<file path="config.mk">
export PLATFORM = sky130hd
export DESIGN_NAME = trial_division_prime_test_unit
export DESIGN_NICKNAME = d
export VERILOG_FILES = /design/src/hdl/tdp_pkg.sv /design/src/hdl/trial_division_prime_test_unit.sv /design/src/hdl/tdp_rem_unit.sv /design/src/hdl/tdp_datapath.sv /design/src/hdl/tdp_ctrl.sv
export SDC_FILE = /design/constraint.sdc
export NUM_CORES = 1
export LEC_CHECK = 0
export ABC_AREA = 1
export BUFFER_PORTS_ARGS = -buffer_cell sky130_fd_sc_hd__buf_2
export CORE_MARGIN = 5
export CORE_UTILIZATION = 45
export CTS_CLUSTER_DIAMETER = 150
export DETAILED_ROUTE_END_ITERATION = 8
export PLACE_DENSITY = 0.73
export RECOVER_POWER = 25
export SLEW_MARGIN = 20
export SYNTH_ARGS = -nofsm -noshare
export SYNTH_HDL_FRONTEND = slang
export SYNTH_SLANG_ARGS = --single-unit
</file>
<file path="constraint.sdc">
create_clock -name clk -period 7.48 [get_ports clk]
set_input_delay 0.748 -clock clk [delete_from_list [all_inputs] [get_ports clk]]
set_output_delay 0.748 -clock clk [all_outputs]
set_load 0.05 [all_outputs]
</file>
<file path="src/hdl/tdp_pkg.sv">
// Shared types and constants for the trial division prime test unit.
`default_nettype none
package tdp_pkg;

	localparam int TDP_VALUE_BITS = 31;
	localparam int TDP_FIRST_DIVISOR = 3;
	localparam int TDP_DIVISOR_STEP = 2;

	typedef enum logic [2:0] {
		ST_IDLE,
		ST_CHECK,
		ST_DIVIDE,
		ST_TEST,
		ST_FINISH
	} tdp_state_t;

	typedef struct packed {
		logic load;
		logic start_div;
		logic advance;
		logic set_verdict;
		logic verdict;
		logic load_result;
	} tdp_cmd_t;

	typedef struct packed {
		logic below_two;
		logic even;
		logic is_two;
		logic square_over;
		logic div_done;
		logic rem_zero;
	} tdp_status_t;

endpackage
`default_nettype wire

</file>
<file path="src/hdl/trial_division_prime_test_unit.sv">
// Top level of the trial division prime test unit.
// Usage:
//   A request on candidate/in_valid/in_ready carries one number. One result
//   on tested_value/is_prime/out_valid/out_ready follows for each request:
//   the number echoed back and 1 if it is prime, 0 otherwise.
//   Values below two and even values are settled in the first check step.
//   Odd values try the odd divisors from 3 upward while the divisor squared
//   does not exceed the value; each divisor is worked by the remainder unit,
//   which retires one dividend bit per cycle.
//   One request is worked at a time; the next is taken once the current
//   result sits in the output register, even while that result still waits.
//   A stalled receiver holds the result; a finished item then waits until
//   the output register frees.
//   Reset empties the output register and returns the sequencer to idle.
`default_nettype none
module trial_division_prime_test_unit
	import tdp_pkg::*;
#(
	parameter int VALUE_BITS = TDP_VALUE_BITS
) (
	input  wire logic                  clk,
	input  wire logic                  arst_n,
	input  wire logic                  in_valid,
	output logic                       in_ready,
	input  wire logic [VALUE_BITS-1:0] candidate,
	output logic                       out_valid,
	input  wire logic                  out_ready,
	output logic [VALUE_BITS-1:0]      tested_value,
	output logic                       is_prime
);

	tdp_cmd_t    cmd;
	tdp_status_t status;

	tdp_ctrl u_ctrl (
		.clk      (clk),
		.arst_n   (arst_n),
		.in_valid (in_valid),
		.in_ready (in_ready),
		.out_valid(out_valid),
		.out_ready(out_ready),
		.status   (status),
		.cmd      (cmd)
	);

	tdp_datapath #(
		.VALUE_BITS(VALUE_BITS)
	) u_datapath (
		.clk         (clk),
		.arst_n      (arst_n),
		.cmd         (cmd),
		.status      (status),
		.candidate   (candidate),
		.tested_value(tested_value),
		.is_prime    (is_prime)
	);

endmodule
`default_nettype wire

</file>
<file path="src/hdl/tdp_rem_unit.sv">
// Restoring remainder unit, one dividend bit per cycle.
`default_nettype none
module tdp_rem_unit
	import tdp_pkg::*;
#(
	parameter int VALUE_BITS = TDP_VALUE_BITS,
	parameter int DIV_BITS = (VALUE_BITS + 1) / 2 + 2
) (
	input  wire logic                  clk,
	input  wire logic                  arst_n,
	input  wire logic                  start,
	input  wire logic [VALUE_BITS-1:0] dividend,
	input  wire logic [DIV_BITS-1:0]   divisor,
	output logic                       done,
	output logic                       rem_zero
);

	localparam int CNT_BITS = $clog2(VALUE_BITS + 1);

	logic [CNT_BITS-1:0]   count_q;
	logic [VALUE_BITS-1:0] shift_q;
	logic [DIV_BITS-1:0]   rem_q;
	logic [DIV_BITS:0]     shifted;
	logic [DIV_BITS:0]     diff;
	logic                  fits;

	assign shifted = {rem_q, shift_q[VALUE_BITS-1]};
	assign diff    = shifted - {1'b0, divisor};
	assign fits    = shifted >= {1'b0, divisor};
	assign done    = count_q == '0;
	assign rem_zero = rem_q == '0;

	always_ff @(posedge clk or negedge arst_n) begin
		if (!arst_n) begin
			count_q <= '0;
		end else if (start) begin
			count_q <= CNT_BITS'(VALUE_BITS);
		end else if (!done) begin
			count_q <= count_q - 1'b1;
		end
	end

	always_ff @(posedge clk) begin
		if (start) begin
			shift_q <= dividend;
			rem_q   <= '0;
		end else if (!done) begin
			shift_q <= {shift_q[VALUE_BITS-2:0], 1'b0};
			rem_q   <= fits ? diff[DIV_BITS-1:0] : shifted[DIV_BITS-1:0];
		end
	end

endmodule
`default_nettype wire

</file>
<file path="src/hdl/tdp_datapath.sv">
// Candidate, divisor, divisor square and result registers.
`default_nettype none
module tdp_datapath
	import tdp_pkg::*;
#(
	parameter int VALUE_BITS = TDP_VALUE_BITS
) (
	input  wire logic                  clk,
	input  wire logic                  arst_n,
	input  wire tdp_cmd_t              cmd,
	output tdp_status_t                status,
	input  wire logic [VALUE_BITS-1:0] candidate,
	output logic [VALUE_BITS-1:0]      tested_value,
	output logic                       is_prime
);

	localparam int DIV_BITS = (VALUE_BITS + 1) / 2 + 2;
	localparam int SQ_BITS = VALUE_BITS + 2;

	logic [VALUE_BITS-1:0] n_q;
	logic [DIV_BITS-1:0]   d_q;
	logic [SQ_BITS-1:0]    sq_q;
	logic                  verdict_q;
	logic                  div_done;
	logic                  rem_zero;

	tdp_rem_unit #(
		.VALUE_BITS(VALUE_BITS),
		.DIV_BITS  (DIV_BITS)
	) u_rem (
		.clk     (clk),
		.arst_n  (arst_n),
		.start   (cmd.start_div),
		.dividend(n_q),
		.divisor (d_q),
		.done    (div_done),
		.rem_zero(rem_zero)
	);

	always_ff @(posedge clk) begin
		if (cmd.load) begin
			n_q  <= candidate;
			d_q  <= DIV_BITS'(TDP_FIRST_DIVISOR);
			sq_q <= SQ_BITS'(TDP_FIRST_DIVISOR * TDP_FIRST_DIVISOR);
		end else if (cmd.advance) begin
			d_q  <= d_q + DIV_BITS'(TDP_DIVISOR_STEP);
			sq_q <= sq_q + SQ_BITS'({d_q, 2'b00})
				+ SQ_BITS'(TDP_DIVISOR_STEP * TDP_DIVISOR_STEP);
		end
		if (cmd.set_verdict) begin
			verdict_q <= cmd.verdict;
		end
		if (cmd.load_result) begin
			tested_value <= n_q;
			is_prime     <= verdict_q;
		end
	end

	always_comb begin
		status.below_two   = n_q[VALUE_BITS-1:1] == '0;
		status.even        = ~n_q[0];
		status.is_two      = n_q == VALUE_BITS'(2);
		status.square_over = sq_q > SQ_BITS'(n_q);
		status.div_done    = div_done;
		status.rem_zero    = rem_zero;
	end

endmodule
`default_nettype wire

</file>
<file path="src/hdl/tdp_ctrl.sv">
// Sequencer for the trial division loop and the output handshake.
`default_nettype none
module tdp_ctrl
	import tdp_pkg::*;
(
	input  wire logic        clk,
	input  wire logic        arst_n,
	input  wire logic        in_valid,
	output logic             in_ready,
	output logic             out_valid,
	input  wire logic        out_ready,
	input  wire tdp_status_t status,
	output tdp_cmd_t         cmd
);

	tdp_state_t state_q;
	tdp_state_t state_d;
	logic       out_valid_q;
	logic       slot_free;

	assign out_valid = out_valid_q;
	assign slot_free = !out_valid_q || out_ready;

	always_ff @(posedge clk or negedge arst_n) begin
		if (!arst_n) begin
			state_q     <= ST_IDLE;
			out_valid_q <= 1'b0;
		end else begin
			state_q <= state_d;
			if (cmd.load_result) begin
				out_valid_q <= 1'b1;
			end else if (out_ready) begin
				out_valid_q <= 1'b0;
			end
		end
	end

	always_comb begin
		state_d  = state_q;
		cmd      = '0;
		in_ready = 1'b0;
		case (state_q)
			ST_IDLE: begin
				in_ready = 1'b1;
				if (in_valid) begin
					cmd.load = 1'b1;
					state_d  = ST_CHECK;
				end
			end
			ST_CHECK: begin
				if (status.below_two) begin
					cmd.set_verdict = 1'b1;
					state_d         = ST_FINISH;
				end else if (status.even) begin
					cmd.set_verdict = 1'b1;
					cmd.verdict     = status.is_two;
					state_d         = ST_FINISH;
				end else if (status.square_over) begin
					cmd.set_verdict = 1'b1;
					cmd.verdict     = 1'b1;
					state_d         = ST_FINISH;
				end else begin
					cmd.start_div = 1'b1;
					state_d       = ST_DIVIDE;
				end
			end
			ST_DIVIDE: begin
				if (status.div_done) begin
					state_d = ST_TEST;
				end
			end
			ST_TEST: begin
				if (status.rem_zero) begin
					cmd.set_verdict = 1'b1;
					state_d         = ST_FINISH;
				end else begin
					cmd.advance = 1'b1;
					state_d     = ST_CHECK;
				end
			end
			ST_FINISH: begin
				if (slot_free) begin
					cmd.load_result = 1'b1;
					state_d         = ST_IDLE;
				end
			end
			default: begin
				state_d = ST_IDLE;
			end
		endcase
	end

`ifndef NO_ASSERTIONS
	a_load_needs_slot: assert property (@(posedge clk) disable iff (!arst_n)
		cmd.load_result |-> slot_free)
		else $error("result loaded over an untaken result");
	a_load_shows_valid: assert property (@(posedge clk) disable iff (!arst_n)
		cmd.load_result |=> out_valid_q)
		else $error("loaded result not presented");
	a_accept_checks: assert property (@(posedge clk) disable iff (!arst_n)
		(in_valid && in_ready) |=> (state_q == ST_CHECK))
		else $error("accepted request did not enter check");
	a_divide_started: assert property (@(posedge clk) disable iff (!arst_n)
		cmd.start_div |=> (state_q == ST_DIVIDE && !status.div_done))
		else $error("remainder unit not busy after start");
`endif

endmodule
`default_nettype wire
</file>
== Word-level counts from Yosys, hierarchy flattened ==
Cells that the tools add are included.
Storage, ports and cells
  memories kept: 0
  bits in writable memories: 0
  ROM bits: 0
  output and inout port bits: 34
  bits in registers: 173
  word-level logic and storage cells: 68
  bits in latches: 0
Cells by class
  divide/modulo/power cells: 0
  reduce and logical (&&, ||, !) cells: 9
  equality and inequality tests: 9
  multipliers: 0
  magnitude comparators: 2
  bitwise logic cells: 1
  add/sub/neg operators: 5
  shift-type cells: 0
  muxes and demuxes: 31
Operators with widths (number)
  31-bit two-way mux: 2
  33-bit by 20-bit adder with 33-bit output: 1
  33-bit by 3-bit adder with 33-bit output, second input constant: 1
  33-bit by 31-bit greater-than comparator with 1-bit output: 1
  31-bit by 2-bit equality test with 1-bit output, second input constant: 1
  30-bit logical NOT: 1
  3-bit two-way mux: 7
  19-bit by 18-bit greater-or-equal comparator with 1-bit output: 1
  18-bit by 2-bit adder with 18-bit output, second input constant: 1
  18-bit logical NOT: 1
  18-bit two-way mux: 1
  18-bit subtractor: 1
  1-bit two-way mux: 15
  3-bit one-hot mux with 5 select lines: 1
  5-bit two-way mux: 2
  3-bit by 2-bit equality test with 1-bit output, second input constant: 2
  5-bit logical NOT: 1
  5-bit by 1-bit subtractor with 5-bit output, second input constant: 1
  2-bit two-way mux: 2
  2-bit by 1-bit != test with 1-bit output, second input constant: 2
  2-bit != test, second input constant: 2
  3-bit by 1-bit equality test with 1-bit output, second input constant: 1
  3-bit equality test, second input constant: 1
  3-bit logical NOT: 1
  7 further kinds: 7

== Logic depth before layout (Yosys ltp) ==
  word-level depth: 6
  gate-level depth with buffers: 16
  depth with buffers taken out: 15

== Hierarchy ==
Synthesis repeated with hierarchy kept, for this count alone.
Second synthesis, totals
  cells, all modules: 1399
  area, all modules: 10488.8 um^2
Modules (own cells, without submodules)
  tdp_datapath: times used 1, cells an instance 794, area an instance 6382.4 um^2
  tdp_rem_unit: times used 1, cells an instance 559, area an instance 3827.4 um^2
  tdp_ctrl: times used 1, cells an instance 46, area an instance 279.0 um^2

== Least setup slack after synthesis ==
OpenSTA, ideal clock, no wires.
  path type: register to register
  from: register u_ctrl.state_q[1]
  to: register u_datapath.n_q[0], enable pin
  path slack: 4.576 ns
  path buffers: 2
  clock period less this slack: 2.904 ns
  arrival time: 2.527 ns
  cell stages (with the launch flop): 6
  cells stage by stage: dfrtp_1 -> nor3_1 -> nand2_1 -> clkbuf_1 -> inv_1 -> buf_2
RTL lines
  from (decl): RTL line tdp_ctrl.sv:16  | tdp_state_t state_q;
  from (signal assigned): RTL line tdp_ctrl.sv:29  | state_q <= state_d;
  to (signal assigned): RTL line tdp_datapath.sv:42  | n_q <= candidate;
  to (decl): RTL line tdp_datapath.sv:20  | logic [VALUE_BITS-1:0] n_q;

== Final worst setup path ==
  from: register u_datapath.n_q[0]
  to: register u_datapath.u_rem.shift_q[18], enable pin
Between the ends
  word-level cells in the longest chain between the ends: 6
Ends and longest elaborated chain
  33-bit by 31-bit greater-than comparator with 1-bit output: RTL line tdp_datapath.sv:63  | status.square_over = sq_q > SQ_BITS'(n_q);
  1-bit two-way mux: RTL line tdp_ctrl.sv:58  | end else if (status.square_over) begin
  1-bit two-way mux (*): RTL line tdp_ctrl.sv:54  | end else if (status.even) begin
  1-bit two-way mux (*): RTL line tdp_ctrl.sv:51  | if (status.below_two) begin
  1-bit two-way mux (*): RTL line tdp_ctrl.sv:42  | case (state_q)
  2-bit != test (no source line) (*)
  to (signal assigned): RTL line tdp_rem_unit.sv:45  | shift_q <= dividend;
  to (signal assigned): RTL line tdp_rem_unit.sv:48  | shift_q <= {shift_q[VALUE_BITS-2:0], 1'b0};
  to (decl): RTL line tdp_rem_unit.sv:21  | logic [VALUE_BITS-1:0] shift_q;
Mark *: on every way between the ends. The rest lies on a longest branch, timed or not.
A chain may end at the register's enable or synchronous reset.

==> impl_summary.txt <==
----------------------------------------------------
[Yosys]
  Post-synth EDFFs ... 95
  Share of the synthesized area in the top cell type ... 27.7%
  Post-synthesis instance area ... 10300 µm²
  Number of instances in the synthesized netlist ... 1304
  Synth top area cells ... sky130_fd_sc_hd__edfxtp_1 (28%), sky130_fd_sc_hd__nand2_1 (13%), sky130_fd_sc_hd__dfxtp_1 (13%)
  Number of distinct standard cells referenced by the synthesized netlist ... 43
  Cell type with the highest aggregate area in the netlist ... sky130_fd_sc_hd__edfxtp_1
  Synth async-reset ratio ... roughly 5.3%
  Share of synthesized area occupied by flip-flops and latches ... 42.5%
  Post-Syn Nets ... 1424
  Warnings, synthesis ... 0
  Prevailing post-synth register cell ... sky130_fd_sc_hd__edfxtp_1
  Avg Inst Size Synth ... approximately 7.9 µm²
  FF+latch count, synth ... 169

[Setup path]
  Cell type of the slowest stage on the worst timing path ... sky130_fd_sc_hd__clkbuf_1
  Worst Path Max Fanout ... 45
  Arrival time worst endpoint ... 4.82 ns
  Required time worst endpoint ... 7.59 ns
  Category of the most critical setup path ... flip-flop to flip-flop
  CP startpoint kind ... flip-flop
  Biggest cell delay along the critical path ... 1.23 ns
  Crit. End Element ... flip-flop
  Depth of the most critical reg-to-reg path ... 8
  Cell chain of the critical path ... clkbuf_1 > nand3_1 > nor4_1 > nand4_1 > nand2_2 > nand3_4 > nand2_1 > buf_4

[CTS]
  Clk Tree Root Cell ... sky130_fd_sc_hd__clkbuf_16
  Worst-skew pair later-pin latency ... 0.44 ns
  Clock transition at path regs ... 0.07 ns
  Number of sinks on the clock net ... 169
  # Post-CTS Setup Buffers ... 0
  Clock buffer count from CTS ... 17
  Maximum root-to-sink buffer count ... 2
  Number of gates resized after cts ... 0
  TritonCTS clock tree ... yes
  Maximum level of the CTS H-tree ... 4
  Number of buffers inserted by hold repair at cts ... 0

[Timing]
  Worst setup skew after layout ... 0.0150 ns
  Max-slew violation count ... 71
  Post-layout minimum cycle time ... 4.71 ns
  Relative slew slack ... -31.2%
  RSZ-0062 raised after global routing ... no
  Sum Neg Setup Slack ... 0 ns
  Post-route fraction of the period consumed by the critical path ... 62.9%
  Peak Freq ... 213 MHz
  Count of final hold-check violations ... 0
  Tightest Pin Transition ... 1.97 ns
  Final number of setup-violating endpoints ... 0
  Final setup margin ... 2.77 ns

[Layout]
  Layout fillers ... around 2200
  Share of post-route cells with drive strength above 1 ... around a tenth
  Final core utilization ... 50.5%
  Area taken by multi-input logic gates ... 5110 µm²
  Sequential cell area ... roughly 4400 µm²
  Layout Nets ... 1481
  Synthesis-to-layout area growth ... 10.8%
  Antenna fix cells ... 0
  Design Area, Final ... 11400 µm²

[Detailed routing]
  Via total after detailed routing ... 8830
  Detailed-route DRC error count ... 0
  Number of detailed-route iterations in the first pass ... 5
  DR WL/cell ... 15.7 µm
  Detailed-route wire length ... 26000 µm
  Initial detailed-routing violation count ... 836
  Vias per cell ... 5.32
  Final ANT Viol Nets ... 0

[Run status]
  Violated checks ... max-capacitance violations, max-slew violations
  Result of the run ... complete, but fails checks

[GRT]
  Global Route Usage Sum ... 20.1%
  Pin count of the biggest net entering global routing ... 60
  Via count of the first global-routing pass ... 8365
  Wire length of the first global-routing pass ... 42800 µm
  Leftover overflow at the end of global routing ... 0
  Initial antenna violation count ... 0

[Floorplanning]
  Total die area ... 26100 µm²
  Count of standard-cell rows ... 55
  Effective utilization at floorplan ... 45.6%
  Placeable core area ... between 20000 and 25000 µm²
  Vert. Die Dim ... around 160 µm
  IO Pins ... 69
  Die Wd ... between 150 and 200 µm

[Power]
  Power Internal ... between 2000 and 2500 µW
  Net Switching ... 1990 µW
  Part of the power in combinational logic ... between 40% and 50%
  Clock power frac ... about a fifth
  Sequential fraction of design power ... 34.8%
  Total Power ... around 4500 µW
  Leak Pwr ... 0.00546 µW
  Power per cell area ... 390 nW/µm²
  Maximum VDD drop ... around 0.18 mV
  Switching power as a share of total power ... roughly 45%

[Place]
  Cell area after placement ... 10900 µm²
  HPWL reported at the end of detailed placement ... roughly 19000 µm
  Setup slack after placement ... 3.61 ns
  Routability-driven placement congestion ratio ... 0.912
  Buffers on Ports ... 68

[Job]
  Max-Cap Viols ... 2

[Worst hold path]
  Hold/Removal Path Class ... primary input to async pin

----------------------------------------------------
## cells by family (layout without fill, tap and decap cells)
group                    after synthesis  count (layout)  synth area share [%]
buffers and inverters                202             272                  8.12
XOR/XNOR                              30              30                  2.62
AO/OA/AOI/OAI                        139             139                  7.23
flip-flops                           169             169                  42.5
AND/OR/NAND/NOR                      679             679                  29.1
adder cells (fa/ha/maj)               85              85                  10.5
## per-layer routing
layer,vias up,wire (µm),track usage [%]
li1,4461,-,-
met1,4082,11800,27.0
met2,254,12400,33.4
met3,33,1330,4.03
met4,0,416,5.43
met5,-,0,0
## worst max-delay path: cells and delay by family, from the launching register on
| kind | cells | cell delay [ns] |
|---|---|---|
| buf+inv | 2 | 1.62 |
| flops | 1 | 0.32 |
| simple gates | 6 | 2.40 |
## path summary, 6_finish.rpt
check,slack (ns),endpoint,start
max,2.77,u_datapath.u_rem.shift_q[18],u_datapath.n_q[0]
min,0.25,u_datapath.u_rem.count_q[4],arst_n
max reg2reg,2.77,u_datapath.u_rem.shift_q[18],u_datapath.n_q[0]
min reg2reg,0.43,u_datapath.is_prime,u_datapath.verdict_q
max in group asynchronous,6.90,u_ctrl.state_q[2],arst_n
min in group clk,0.43,u_datapath.is_prime,u_datapath.verdict_q
## flip-flops by register name, indices dropped and copies added (netlist names)
name                      cells
u_datapath.d_q               17
u_datapath.u_rem.rem_q       18
u_datapath.is_prime           1
u_datapath.sq_q              30
u_ctrl.state_q                3
u_datapath.u_rem.shift_q     31
u_datapath.tested_value      31
u_datapath.n_q               31
u_ctrl.out_valid              1
u_datapath.u_rem.count_q      5
u_datapath.verdict_q          1
## layout by cell type, fill, tap and decap left out, types with 5 or more instances in the layout
| master | synthesis | layout |
|---|---|---|
| sky130_fd_sc_hd__nand3b_1 | 12 | 12 |
| sky130_fd_sc_hd__a21oi_1 | 71 | 71 |
| sky130_fd_sc_hd__dfxtp_1 | 65 | 65 |
| sky130_fd_sc_hd__clkbuf_1 | 7 | 5 |
| sky130_fd_sc_hd__or2_2 | 8 | 8 |
| sky130_fd_sc_hd__inv_8 | 0 | 5 |
| sky130_fd_sc_hd__clkbuf_16 | 0 | 17 |
| sky130_fd_sc_hd__ha_1 | 83 | 83 |
| sky130_fd_sc_hd__nor3_1 | 26 | 26 |
| sky130_fd_sc_hd__o21ai_1 | 10 | 10 |
| sky130_fd_sc_hd__nand4_1 | 51 | 51 |
| sky130_fd_sc_hd__nand2_2 | 5 | 5 |
| sky130_fd_sc_hd__o21ai_0 | 37 | 37 |
| sky130_fd_sc_hd__nand2_1 | 351 | 351 |
| sky130_fd_sc_hd__nand3_1 | 90 | 90 |
| sky130_fd_sc_hd__xor2_1 | 11 | 11 |
| sky130_fd_sc_hd__nor2_2 | 4 | 5 |
| sky130_fd_sc_hd__xnor2_1 | 18 | 18 |
| sky130_fd_sc_hd__dfrtp_1 | 9 | 9 |
| sky130_fd_sc_hd__nor4_1 | 8 | 8 |
| sky130_fd_sc_hd__buf_2 | 18 | 65 |
| sky130_fd_sc_hd__buf_4 | 8 | 5 |
| sky130_fd_sc_hd__nor2_1 | 112 | 111 |
| sky130_fd_sc_hd__edfxtp_1 | 95 | 95 |
| sky130_fd_sc_hd__inv_1 | 161 | 160 |
## cell type report
type,instances,share of cell area (%)
inverter,165,5.43
sequential,169,38.3
tap,285,3.12
clock buffer,17,3.72
clock inverter,15,1.34
multi-input combinational,933,44.7
timing repair buffer,75,3.34
## Yosys cell counts (12+ instances only)
| master | count |
|---|---|
| sky130_fd_sc_hd__nand3_1 | 90 |
| sky130_fd_sc_hd__nand2_1 | 351 |
| sky130_fd_sc_hd__nand4_1 | 51 |
| sky130_fd_sc_hd__o21ai_0 | 37 |
| sky130_fd_sc_hd__dfxtp_1 | 65 |
| sky130_fd_sc_hd__ha_1 | 83 |
| sky130_fd_sc_hd__inv_1 | 161 |
| sky130_fd_sc_hd__buf_2 | 18 |
| sky130_fd_sc_hd__nand3b_1 | 12 |
| sky130_fd_sc_hd__nor2_1 | 112 |
| sky130_fd_sc_hd__a21oi_1 | 71 |
| sky130_fd_sc_hd__xnor2_1 | 18 |
| sky130_fd_sc_hd__edfxtp_1 | 95 |
| sky130_fd_sc_hd__nor3_1 | 26 |
## metrics by stage
stage | std cells | hold slack, ns
6_report | 1659 | 0.247
5_1_grt | 1659 | 0.287
4_1_cts | 1659 | 0.141
3_5_place_dp | 1627 | 0.412
3_3_place_gp | 1627 | 0.409
2_1_floorplan | 1304 | 0.400
## power groups by stage
stage               Sequential (µW)  Clock, µW  Combinational (µW)
floorplan                      1590          0                1530
global placement               1560          0                1970
detailed placement             1570          0                2020
CTS                            1550        894                2030
global route                   1580        934                2330
finish                         1550        881                2030
Note: power is estimated with default switching activity, not from simulation.
